## src/sv/tsm_pkg.sv

```systemverilog
// Shared constants and the 2^(-j/16) table for the temperature softmax block.
package tsm_pkg;

    localparam int MAX_ELEMENTS_DEF = 64;

    localparam int SCORE_W = 24;
    localparam int TEMP_W  = 16;
    localparam int PROB_W  = 17;
    localparam int INDEX_W = 6;
    localparam int SUM_W   = 24;
    localparam int ADDR_W  = 3;
    localparam int DATA_W  = 32;

    localparam logic [TEMP_W-1:0] TEMP_RESET = 16'd256;
    localparam logic [16:0]       LOG2E_Q16  = 17'd94548;
    localparam logic [16:0]       ONE_Q16    = 17'd65536;
    localparam logic [SCORE_W-1:0] SCORE_MIN = 24'h800000;

    // 2^(-j/16) in Q.16, j = 0..16
    function automatic logic [16:0] pow2_neg(input logic [4:0] j);
        logic [16:0] v;
        case (j)
            5'd0:    v = 17'd65536;
            5'd1:    v = 17'd62757;
            5'd2:    v = 17'd60097;
            5'd3:    v = 17'd57549;
            5'd4:    v = 17'd55109;
            5'd5:    v = 17'd52773;
            5'd6:    v = 17'd50535;
            5'd7:    v = 17'd48393;
            5'd8:    v = 17'd46341;
            5'd9:    v = 17'd44376;
            5'd10:   v = 17'd42495;
            5'd11:   v = 17'd40693;
            5'd12:   v = 17'd38968;
            5'd13:   v = 17'd37316;
            5'd14:   v = 17'd35734;
            5'd15:   v = 17'd34219;
            5'd16:   v = 17'd32768;
            default: v = 17'd32768;
        endcase
        return v;
    endfunction

endpackage

```

## src/sv/temperature_softmax.sv

```systemverilog
// Temperature softmax top level: loader, sequencer, shared divider and output register.
//
// Scores stream in one per transfer (signed Q8.16, with a mask flag and a
// last-element mark) and are written into a local score memory while the
// running maximum of the unmasked entries is tracked. A transfer with last_in
// set starts the evaluation, and in_stall stays high until every probability
// of the run has been delivered. Evaluation is two passes over the stored
// elements, both built around one shared restoring divider that retires one
// quotient bit per cycle over a 33-bit numerator. Pass one, per element:
// memory read, operand setup, scaled distance / temperature, log2(e)
// multiply, table interpolation and shift. Pass two, per element: memory
// read, setup, normalizing division, then the output register, which holds
// the result until out_stall is low. A one-element run skips the divisions
// of pass two. Elements past MAX_ELEMENTS are dropped and reported on the
// overflow output of every result of that run. A temperature of 0 is treated
// as raw code 1, the smallest nonzero temperature. The temperature register
// is decoded on paddr[2] alone, so it sits at byte addresses 0 to 3 of the
// APB port; writes to addresses 4 to 7 are ignored.
module temperature_softmax
    import tsm_pkg::*;
#(
    parameter int MAX_ELEMENTS = MAX_ELEMENTS_DEF
)
(
    input  logic                clk,
    input  logic                rst_n,
    input  logic                psel,
    input  logic                penable,
    input  logic                pwrite,
    input  logic [ADDR_W-1:0]   paddr,
    input  logic [DATA_W-1:0]   pwdata,
    output logic [DATA_W-1:0]   prdata,
    output logic                pready,
    input  logic                in_valid,
    output logic                in_stall,
    input  logic [SCORE_W-1:0]  log_prob,
    input  logic                masked,
    input  logic                last_in,
    output logic                out_valid,
    input  logic                out_stall,
    output logic [PROB_W-1:0]   probability,
    output logic [INDEX_W-1:0]  element_index,
    output logic                overflow,
    output logic                last_out
);

    localparam int IW = (MAX_ELEMENTS > 1) ? $clog2(MAX_ELEMENTS) : 1;
    localparam int CW = $clog2(MAX_ELEMENTS + 1);
    localparam int NUM_W = 33;
    localparam logic [5:0] DIV_STEPS = 6'(NUM_W);
    localparam logic [CW-1:0] MAX_CNT = CW'(MAX_ELEMENTS);

    localparam logic [3:0] S_IDLE = 4'd0;
    localparam logic [3:0] S_RD1  = 4'd1;
    localparam logic [3:0] S_LD1  = 4'd2;
    localparam logic [3:0] S_DIV  = 4'd3;
    localparam logic [3:0] S_MUL  = 4'd4;
    localparam logic [3:0] S_EXP  = 4'd5;
    localparam logic [3:0] S_RD2  = 4'd6;
    localparam logic [3:0] S_LD2  = 4'd7;
    localparam logic [3:0] S_OUT  = 4'd8;

    // ---------------- configuration ----------------
    logic [TEMP_W-1:0] temp_reg;
    logic              cfg_wr;

    assign pready = 1'b1;
    assign cfg_wr = psel && penable && pwrite && (paddr[2] == 1'b0);
    assign prdata = (paddr[2] == 1'b0) ? DATA_W'(temp_reg) : '0;

    always_ff @(posedge clk or negedge rst_n)
    begin
        if (!rst_n)
        begin
            temp_reg <= TEMP_RESET;
        end
        else if (cfg_wr)
        begin
            temp_reg <= pwdata[TEMP_W-1:0];
        end
    end

    // ---------------- memories ----------------
    logic [SCORE_W-1:0] score_mem [MAX_ELEMENTS];
    logic               mask_mem  [MAX_ELEMENTS];
    logic [PROB_W-1:0]  exp_mem   [MAX_ELEMENTS];
    logic [SCORE_W-1:0] score_rd_reg;
    logic               mask_rd_reg;
    logic [PROB_W-1:0]  exp_rd_reg;

    // ---------------- control and datapath state ----------------
    logic [3:0]         state_reg, state_next;
    logic [CW-1:0]      count_reg, count_next;
    logic [CW-1:0]      idx_reg, idx_next;
    logic [SCORE_W-1:0] max_reg, max_next;
    logic               any_reg, any_next;
    logic               ovf_reg, ovf_next;
    logic [SUM_W-1:0]   sum_reg, sum_next;
    logic               pass2_reg, pass2_next;
    logic [21:0]        z_reg, z_next;
    logic               big_reg, big_next;
    logic [NUM_W-1:0]   dq_reg, dq_next;
    logic [SUM_W-1:0]   dr_reg, dr_next;
    logic [SUM_W-1:0]   dd_reg, dd_next;
    logic [5:0]         dcnt_reg, dcnt_next;
    logic               ov_reg, ov_next;
    logic [PROB_W-1:0]  prob_reg, prob_next;

    logic               accept;
    logic               store_en;
    logic               exp_wr;
    logic [PROB_W-1:0]  e_val;

    assign accept   = in_valid && !in_stall;
    assign in_stall = (state_reg != S_IDLE);
    assign store_en = accept && (count_reg < MAX_CNT);

    always_ff @(posedge clk)
    begin
        if (store_en)
        begin
            score_mem[count_reg[IW-1:0]] <= log_prob;
            mask_mem[count_reg[IW-1:0]]  <= masked;
        end
        if (state_reg == S_RD1)
        begin
            score_rd_reg <= score_mem[idx_reg[IW-1:0]];
            mask_rd_reg  <= mask_mem[idx_reg[IW-1:0]];
        end
    end

    always_ff @(posedge clk)
    begin
        if (exp_wr)
        begin
            exp_mem[idx_reg[IW-1:0]] <= e_val;
        end
        if (state_reg == S_RD2)
        begin
            exp_rd_reg <= exp_mem[idx_reg[IW-1:0]];
        end
    end

    // ---------------- arithmetic helpers ----------------
    logic [TEMP_W-1:0]  temp_eff;
    logic [SCORE_W-1:0] score_gap;
    logic [25:0]        trial;
    logic               trial_ge;
    logic [37:0]        zprod;
    logic [5:0]         k_val;
    logic [3:0]         f_hi;
    logic [11:0]        f_lo;
    logic [16:0]        tab_hi, tab_lo;
    logic [11:0]        tab_diff;
    logic [23:0]        interp;
    logic [16:0]        v_val;
    logic [16:0]        v_sh;
    logic [16:0]        v_rnd;
    logic [CW-1:0]      n_plus;

    assign temp_eff  = (temp_reg == '0) ? TEMP_W'(1) : temp_reg;
    assign score_gap = max_reg - score_rd_reg;

    // one restoring step: shift in numerator MSB, try the subtract
    assign trial    = {1'b0, dr_reg, dq_reg[NUM_W-1]} - {2'b00, dd_reg};
    assign trial_ge = !trial[25];

    // low 21 bits of t (larger t is flagged by big_reg) times log2(e), rounded back to Q.16
    assign zprod = dq_reg[20:0] * LOG2E_Q16;

    assign k_val    = z_reg[21:16];
    assign f_hi     = z_reg[15:12];
    assign f_lo     = z_reg[11:0];
    assign tab_hi   = pow2_neg({1'b0, f_hi});
    assign tab_lo   = pow2_neg(5'({1'b0, f_hi}) + 5'd1);
    assign tab_diff = 12'(tab_hi - tab_lo);
    assign interp   = tab_diff * f_lo + 24'd2048;
    assign v_val    = tab_hi - 17'(interp[23:12]);
    assign v_sh     = v_val >> (k_val - 6'd1);
    assign v_rnd    = 17'((18'(v_sh) + 18'd1) >> 1);

    always_comb
    begin
        if (mask_rd_reg || big_reg || (k_val > 6'd16))
        begin
            e_val = '0;
        end
        else if (k_val == 6'd0)
        begin
            e_val = v_val;
        end
        else
        begin
            e_val = v_rnd;
        end
    end

    assign exp_wr = (state_reg == S_EXP);
    assign n_plus = count_reg;

    // ---------------- sequencer ----------------
    always_comb
    begin
        state_next = state_reg;
        count_next = count_reg;
        idx_next   = idx_reg;
        max_next   = max_reg;
        any_next   = any_reg;
        ovf_next   = ovf_reg;
        sum_next   = sum_reg;
        pass2_next = pass2_reg;
        z_next     = z_reg;
        big_next   = big_reg;
        dq_next    = dq_reg;
        dr_next    = dr_reg;
        dd_next    = dd_reg;
        dcnt_next  = dcnt_reg;
        ov_next    = ov_reg;
        prob_next  = prob_reg;

        case (state_reg)
            S_IDLE:
            begin
                if (accept)
                begin
                    if (store_en)
                    begin
                        count_next = count_reg + CW'(1);
                        if (!masked)
                        begin
                            if (!any_reg || ($signed(log_prob) > $signed(max_reg)))
                            begin
                                max_next = log_prob;
                            end
                            any_next = 1'b1;
                        end
                    end
                    else
                    begin
                        ovf_next = 1'b1;
                    end
                    if (last_in)
                    begin
                        idx_next   = '0;
                        sum_next   = '0;
                        pass2_next = 1'b0;
                        state_next = S_RD1;
                    end
                end
            end

            S_RD1:
            begin
                state_next = S_LD1;
            end

            S_LD1:
            begin
                dq_next    = {1'b0, score_gap, 8'd0} + NUM_W'(temp_eff >> 1);
                dr_next    = '0;
                dd_next    = SUM_W'(temp_eff);
                dcnt_next  = DIV_STEPS;
                state_next = S_DIV;
            end

            S_DIV:
            begin
                dq_next   = {dq_reg[NUM_W-2:0], trial_ge};
                dr_next   = trial_ge ? trial[SUM_W-1:0]
                                     : {dr_reg[SUM_W-2:0], dq_reg[NUM_W-1]};
                dcnt_next = dcnt_reg - 6'd1;
                if (dcnt_reg == 6'd1)
                begin
                    if (pass2_reg)
                    begin
                        prob_next  = PROB_W'({dq_reg[NUM_W-2:0], trial_ge});
                        ov_next    = 1'b1;
                        state_next = S_OUT;
                    end
                    else
                    begin
                        state_next = S_MUL;
                    end
                end
            end

            S_MUL:
            begin
                big_next   = |dq_reg[NUM_W-1:21];
                z_next     = 22'((zprod + 38'd32768) >> 16);
                state_next = S_EXP;
            end

            S_EXP:
            begin
                sum_next = sum_reg + SUM_W'(e_val);
                idx_next = idx_reg + CW'(1);
                if ((idx_reg + CW'(1)) == count_reg)
                begin
                    idx_next   = '0;
                    pass2_next = 1'b1;
                    state_next = S_RD2;
                end
                else
                begin
                    state_next = S_RD1;
                end
            end

            S_RD2:
            begin
                state_next = S_LD2;
            end

            S_LD2:
            begin
                dr_next   = '0;
                dcnt_next = DIV_STEPS;
                if (count_reg == CW'(1))
                begin
                    prob_next  = ONE_Q16;
                    ov_next    = 1'b1;
                    state_next = S_OUT;
                end
                else if (!any_reg || (sum_reg == '0))
                begin
                    dq_next    = NUM_W'(ONE_Q16) + NUM_W'(n_plus >> 1);
                    dd_next    = SUM_W'(count_reg);
                    state_next = S_DIV;
                end
                else
                begin
                    dq_next    = {exp_rd_reg, 16'd0} + NUM_W'(sum_reg >> 1);
                    dd_next    = sum_reg;
                    state_next = S_DIV;
                end
            end

            S_OUT:
            begin
                if (!out_stall)
                begin
                    ov_next = 1'b0;
                    if ((idx_reg + CW'(1)) == count_reg)
                    begin
                        count_next = '0;
                        idx_next   = '0;
                        max_next   = SCORE_MIN;
                        any_next   = 1'b0;
                        ovf_next   = 1'b0;
                        sum_next   = '0;
                        state_next = S_IDLE;
                    end
                    else
                    begin
                        idx_next   = idx_reg + CW'(1);
                        state_next = S_RD2;
                    end
                end
            end

            default:
            begin
                state_next = S_IDLE;
            end
        endcase
    end

    always_ff @(posedge clk or negedge rst_n)
    begin
        if (!rst_n)
        begin
            state_reg <= S_IDLE;
            count_reg <= '0;
            idx_reg   <= '0;
            max_reg   <= SCORE_MIN;
            any_reg   <= 1'b0;
            ovf_reg   <= 1'b0;
            sum_reg   <= '0;
            pass2_reg <= 1'b0;
            dcnt_reg  <= '0;
            ov_reg    <= 1'b0;
        end
        else
        begin
            state_reg <= state_next;
            count_reg <= count_next;
            idx_reg   <= idx_next;
            max_reg   <= max_next;
            any_reg   <= any_next;
            ovf_reg   <= ovf_next;
            sum_reg   <= sum_next;
            pass2_reg <= pass2_next;
            dcnt_reg  <= dcnt_next;
            ov_reg    <= ov_next;
        end
    end

    always_ff @(posedge clk)
    begin
        z_reg    <= z_next;
        big_reg  <= big_next;
        dq_reg   <= dq_next;
        dr_reg   <= dr_next;
        dd_reg   <= dd_next;
        prob_reg <= prob_next;
    end

    // ---------------- result port ----------------
    assign out_valid     = ov_reg;
    assign probability   = prob_reg;
    assign element_index = INDEX_W'(idx_reg);
    assign overflow      = ovf_reg;
    assign last_out      = (idx_reg + CW'(1)) == count_reg;

endmodule

```

## config.mk

```make
export PLATFORM = sky130hd
export DESIGN_NAME = temperature_softmax
export DESIGN_NICKNAME = d
export VERILOG_FILES = /design/src/sv/tsm_pkg.sv /design/src/sv/temperature_softmax.sv
export SDC_FILE = /design/constraint.sdc
export NUM_CORES = 2
export LEC_CHECK = 0
export BUFFER_PORTS_ARGS = -buffer_cell sky130_fd_sc_hd__buf_4
export CAP_MARGIN = 20
export CORE_MARGIN = 4
export CORE_UTILIZATION = 56
export DETAILED_ROUTE_END_ITERATION = 7
export MAX_ROUTING_LAYER = met4
export PLACE_DENSITY = 0.78
export SLEW_MARGIN = 30
export SYNTH_ARGS = -nofsm -noshare
export SYNTH_HDL_FRONTEND = slang
export SYNTH_SLANG_ARGS = --single-unit
```

## constraint.sdc

```tcl
create_clock -name clk -period 23.9 [get_ports clk]
set_clock_uncertainty 0.05 [all_clocks]
set_input_delay 4.78 -clock clk [delete_from_list [all_inputs] [get_ports clk]]
set_output_delay 4.78 -clock clk [all_outputs]
set_load 0.02 [all_outputs]
```

=== Yosys cells after proc, flatten, opt, wreduce, memory -nomap -nowiden ===
Memories as Yosys holds them, arrays and structs flattened. A register that Yosys moved wholly into a read port is not among the register bits.
Cells that the tools add are included.

* Register bits: 213
* Bits in writable memories: 2688
* ROM bits: 816
* Input port bits: 68
* Output and inout bits: 60
* Word-level logic and storage cells: 179
* Memories: 5

* Add/subtract/negate cells: 16
* Multiply operators: 2
* $lt $le $gt $ge: 3
* Equality and inequality tests: 24
* Shift-type cells: 1
* Mux-type cells: 71
* Bitwise logic cells: 1
* Reduce and logical (&&, ||, !) cells: 39

{| class="wikitable"
|+ Memory list
! memory !! words !! width !! rd ports !! clocked after Yosys merged registers in !! wr ports !! line !! text
|-
| score_mem || 64 || 24 || 1 || 1 || 1 || temperature_softmax.sv:84 || <nowiki>logic [SCORE_W-1:0] score_mem [MAX_ELEMENTS];</nowiki>
|-
| exp_mem || 64 || 17 || 1 || 1 || 1 || temperature_softmax.sv:86 || <nowiki>logic [PROB_W-1:0] exp_mem [MAX_ELEMENTS];</nowiki>
|-
| (no name shown) || 32 || 17 || 1 || 0 || 0 || tsm_pkg.sv:22 || <nowiki>case (j)</nowiki>
|-
| (no name shown) || 16 || 17 || 1 || 1 || 0 || tsm_pkg.sv:22 ||
|-
| mask_mem || 64 || 1 || 1 || 1 || 1 || temperature_softmax.sv:85 || <nowiki>logic mask_mem [MAX_ELEMENTS];</nowiki>
|}

{| class="wikitable"
|+ Operator list
! kind !! count
|-
| $mux W24 || 13
|-
| $pmux W24 S2 || 3
|-
| $pmux W33 S3 || 1
|-
| $mux W17 || 5
|-
| $pmux W24 S3 || 1
|-
| $mux W33 || 2
|-
| $mux W7 || 8
|-
| $add A38 B16 Y38 const B || 1
|-
| $mul A21 B15 Y36 const B || 1
|-
| $pmux W4 S9 || 1
|-
| $pmux W17 S2 || 1
|-
| $add A32 B15 Y33 || 1
|-
| $add A33 B23 Y33 || 1
|-
| $mux W16 || 2
|-
| $mux W4 || 7
|-
| $ne A2 B2 Y1 const B || 13
|-
| $sub A25 B24 Y26 || 1
|-
| $add A24 B12 Y24 const B || 1
|-
| $add A24 B17 Y24 || 1
|-
| $gt A24 B24 Y1 || 1
|-
| $logic_not A24 Y1 || 1
|-
| $mul A12 B12 Y24 || 1
|-
| $sub A24 B24 Y24 || 1
|-
| $pmux W7 S3 || 1
|-
| other kinds (40) || 88
|}

=== Logic depth before layout (Yosys ltp) ===
An unclocked memory read counts as a cell.

* Depth in word-level cells: 12
* Gate-level depth with buffers: 70
* Depth with buffers taken out: 67

=== Worst setup path before layout ===
OpenSTA, ideal clock, no wires.

* Kind: register to register
* From: register z_reg[13]
* To: register sum_reg[23]
* Setup time: 0.069 ns
* Data arrival time: 16.938 ns
* Data required time: 23.781 ns
* Setup slack: 6.843 ns
* Stages on the path, launching flop included: 57
* Buffers on the path: 2
* Cell sequence: edfxtp_1 > ha_1 > ha_1 > clkbuf_1 > mux4_2 > inv_1 > nand2_1 > ha_1 > o21ai_0 > a21boi_0 > o21ai_0 > a21boi_0 > o21ai_0 > a21boi_0 > o21ai_0 > a21boi_0 > o21ai_0 > a21boi_0 > [21 not listed] > nor2_1 > a31o_1 > mux4_2 > o21ai_2 > ha_1 > nand3_1 > nor3_4 > nand3_1 > a221oi_1 > ha_1 > nor3_1 > nor2_1 > o21a_1 > a21boi_0 > a2111oi_0 > nand3_1 > or4_1 > nand3_1

* Longest elaborated chain between the ends: 12

{| class="wikitable"
|+ RTL lines
! element !! line !! text
|-
| from (decl) || temperature_softmax.sv:100 || <nowiki>logic [21:0] z_reg, z_next;</nowiki>
|-
| from (signal assigned) || temperature_softmax.sv:401 || <nowiki>z_reg <= z_next;</nowiki>
|-
| $add A4 B1 Y5 * || temperature_softmax.sv:175 || <nowiki>assign tab_lo = pow2_neg(5'({1'b0, f_hi}) + 5'd1);</nowiki>
|-
| $mem_v2 Z32 W17 * || n/a ||
|-
| $sub A12 B12 Y12 * || temperature_softmax.sv:176 || <nowiki>assign tab_diff = 12'(tab_hi - tab_lo);</nowiki>
|-
| $mul A12 B12 Y24 * || temperature_softmax.sv:177 || <nowiki>assign interp = tab_diff * f_lo + 24'd2048;</nowiki>
|-
| $add A24 B12 Y24 * || temperature_softmax.sv:177 ||
|-
| $sub A17 B12 Y17 * || temperature_softmax.sv:178 || <nowiki>assign v_val = tab_hi - 17'(interp[23:12]);</nowiki>
|-
| $shr A17 B6 Y17 || temperature_softmax.sv:179 || <nowiki>assign v_sh = v_val >> (k_val - 6'd1);</nowiki>
|-
| $add A17 B1 Y18 || temperature_softmax.sv:180 || <nowiki>assign v_rnd = 17'((18'(v_sh) + 18'd1) >> 1);</nowiki>
|-
| $mux W17 * || temperature_softmax.sv:188 || <nowiki>else if (k_val == 6'd0)</nowiki>
|-
| $mux W17 * || temperature_softmax.sv:184 || <nowiki>if (mask_rd_reg || big_reg || (k_val > 6'd16))</nowiki>
|-
| net e_val[11] || temperature_softmax.sv:112 || <nowiki>logic [PROB_W-1:0] e_val;</nowiki>
|-
| $add A24 B17 Y24 * || temperature_softmax.sv:296 || <nowiki>sum_next = sum_reg + SUM_W'(e_val);</nowiki>
|-
| $pmux W24 S3 * || temperature_softmax.sv:221 || <nowiki>case (state_reg)</nowiki>
|-
| to (signal assigned) || temperature_softmax.sv:392 || <nowiki>sum_reg <= sum_next;</nowiki>
|-
| to (decl) || temperature_softmax.sv:98 || <nowiki>logic [SUM_W-1:0] sum_reg, sum_next;</nowiki>
|}

Mark *: on every way through the listed nets, which the timed path passes. The rest lies on a longest branch.
A chain may end at the register's enable or synchronous reset.

=== Worst setup path after layout ===
* From: register z_reg[12]
* To: register sum_reg[23]

The elaborated chain is that of the path after synthesis.

==> impl_metrics.env <==
export IMPL_utilization=0.631
export IMPL_min_to="idx_reg[6]"
export IMPL_worstSetupPathType="reg -> reg"
export IMPL_cts_root_buf="clkbuf_16"
export IMPL_final_cells=11700
export IMPL_wl_per_cell_um=30.3
export IMPL_drive_above_1_share=0.118
export IMPL_leakagePower_nw=48.6
export IMPL_drc_errors=1
export IMPL_run_status="finished with violations"
export IMPL_cts_buffers=307
export IMPL_tns_ps=0
export IMPL_placed_cells=11200
export IMPL_r2r_end="sum_reg[23]"
export IMPL_io_buffers=92
export IMPL_core_um2=225000
export IMPL_maxCapViolations=0
export IMPL_ant_nets=0
export IMPL_die_h_um=485
export IMPL_dieWidth_um=485
export IMPL_syn_to_final_growth_pct=11.8
export IMPL_overflow=0
export IMPL_clk_path_buf_depth=4
export IMPL_via_count=80800
export IMPL_synth_seq_cells=2960
export IMPL_die_area_um2=235000
export IMPL_grt_first_pass_wirelength_um=520000
export IMPL_yosysUniqueCellTypes=125
export IMPL_worst_pin_slew_ps=1110
export IMPL_violations="design-rule violations"
export IMPL_cts_setup_buffers=0
export IMPL_crit_buf_inv=4
export IMPL_cts_reportedPaths_clkPinSlew_ps=60
export IMPL_finalHoldViolCount=0
export IMPL_wl_um=356000
export IMPL_final_common_cell="edfxtp_1"
export IMPL_ios=128
export IMPL_finalCritPeriodShare=0.751
export IMPL_start_kind="flop"
export IMPL_synthCells=8315
export IMPL_largest_reg_flops=1536
export IMPL_critPathMaxStageDelay_ps=810
export IMPL_layout_common_cells="edfxtp_1 (2851), a22oi_1 (766), inv_1 (403)"
export IMPL_worstSkewPairLatency_ps=990
export IMPL_antenna_found_initial=24
export IMPL_crit_path_top_delay_cell="a2111oi_0"
export IMPL_fin_nets=9157
export IMPL_ys_warn_count=0
export IMPL_worstReg2RegStart="z_reg[12]"
export IMPL_cts_hold_buf=0
export IMPL_end_kind="flop"
export IMPL_start_util=0.564
export IMPL_cp_top_family="compound AO/OA/AOI/OAI gates"
export IMPL_r2r_cells=62
export IMPL_synth_edff_count=2851
export IMPL_syn_cell_area_um2=127000
export IMPL_grt_setup_unrepaired="false"
export IMPL_syn_avg_cell_area_um2=15.3
export IMPL_vdd_drop_max_mv=0.0927
export IMPL_drtIter0Drc=12400
export IMPL_r2r_slack_ps=5950
export IMPL_rows=174
export IMPL_vias_per_cell=6.88
export IMPL_ctsResizeCount=0
export IMPL_async_flop_share=0.0311
export IMPL_critPathRequiredTime_ps=24670
export IMPL_hold_class="reg -> reg"
export IMPL_finalPower_w=0.0105
export IMPL_power_density_nw_per_um2=73.7
export IMPL_grt_total_usage=0.306
export IMPL_cts_tree="done"
export IMPL_slew_viol_final=0
export IMPL_synthFlopType="edfxtp_1"
export IMPL_grt_max_degree=103
export IMPL_hold_path_depth=1
export IMPL_slew_headroom=0.253
export IMPL_hold_path_startpoint="idx_reg[6]"
export IMPL_fmax_mhz=55.7
export IMPL_place_congestion=0.931
export IMPL_finalSetupViolations=0
export IMPL_htreeDepth=5
export IMPL_cp_max_fo=66
export IMPL_post_dp_hpwl_um=210000
export IMPL_grt_pass1_vias=79700
export IMPL_period_minus_slack_ps=17950
export IMPL_dr_pass1_iters=8
export IMPL_cp_arrival_ps=18710
export IMPL_clock_sinks=2960
export IMPL_yosysSeqAreaShare=0.694
cell type report:
type	instances	area, um^2
Multi-Input combinational cell	4468	36100
Inverter	405	1520
Tap cell	2992	3740
Antenna cell	17	42.5
Clock inverter	151	1420
Fill cell	15100	83200
Timing Repair Buffer	370	2880
Clock buffer	378	8230
Sequential cell	2960	88300
power by group:
group / total (W) / leakage [nW] / internal (W) / switching, W
Combinational: 0.000160 / 16.7 / 0.0000496 / 0.000110
Clock: 0.00464 / 4.74 / 0.00272 / 0.00192
Sequential: 0.00568 / 27.2 / 0.00566 / 0.0000195
Total: 0.0105 / 48.6 / 0.00842 / 0.00205
kinds of logic after synthesis:
family,synth area share
mux,0.00918
other cells,0.0000591
xor+xnor,0.0137
compound gates,0.135
fa+ha+maj,0.0690
flops,0.694
buf+inv,0.0275
simple gates,0.0518
synth_stat cells, drive strengths merged, types with 36 or more instances:
library cell | count | area share
a21o | 59 | 0.0035
xnor2 | 118 | 0.0082
dfrtp | 90 | 0.018
and2 | 72 | 0.0035
a22o | 318 | 0.022
nand4 | 86 | 0.0044
nor4 | 101 | 0.0055
nor2b | 70 | 0.0034
mux2i | 57 | 0.0045
a31oi | 318 | 0.016
nor3 | 66 | 0.0029
xor2 | 76 | 0.0053
ha | 372 | 0.037
inv | 404 | 0.012
nand3 | 81 | 0.0034
a221oi | 307 | 0.021
mux2 | 36 | 0.0032
buf | 114 | 0.0043
fa | 205 | 0.032
nand2 | 326 | 0.0096
a22oi | 766 | 0.045
a21oi | 141 | 0.0056
edfxtp | 2851 | 0.67
nand2b | 37 | 0.0018
clkbuf | 383 | 0.011
o21ai | 134 | 0.0053
nor2 | 327 | 0.0097
routing by layer:
layer  vias to the layer above  wire [um]  global-route usage
met3                      1037      50600              0.0825
met5                         -          0                   -
met2                      6434     163000               0.457
li1                      33500          -                   -
met4                         0      18300               0.143
met1                     39900     124000               0.393
worst max path at each step:
stage / depth (start not counted) / to / slack, ps / from
after CTS: 62 / sum_reg[23] / 6100 / z_reg[12]
final: 62 / sum_reg[23] / 5950 / z_reg[12]
after global placement: 62 / sum_reg[23] / 6520 / z_reg[12]
after floorplan: 56 / sum_reg[23] / 6840 / z_reg[13]
after detailed placement: 62 / sum_reg[23] / 6220 / z_reg[12]
after global routing: 62 / sum_reg[23] / 4560 / z_reg[12]
metrics by stage:
step	hold slack, ps	setup slack, ps	area (um^2)
after floorplan	419	6840	127000
after global placement	436	6520	132000
after detailed placement	447	6220	132000
after CTS	457	6100	142000
after global routing	492	4560	142000
final	459	5950	142000
worst register-to-register path, delay by kind of cell (launching register included):
| kind | cells | cell delay [ps] |
|---|---|---|
| flops | 1 | 570 |
| buf+inv | 4 | 790 |
| fa+ha+maj | 12 | 4660 |
| mux | 1 | 570 |
| simple gates | 16 | 3830 |
| xor+xnor | 1 | 170 |
| compound gates | 28 | 7240 |
Note: power is estimated with default switching activity, not from simulation.
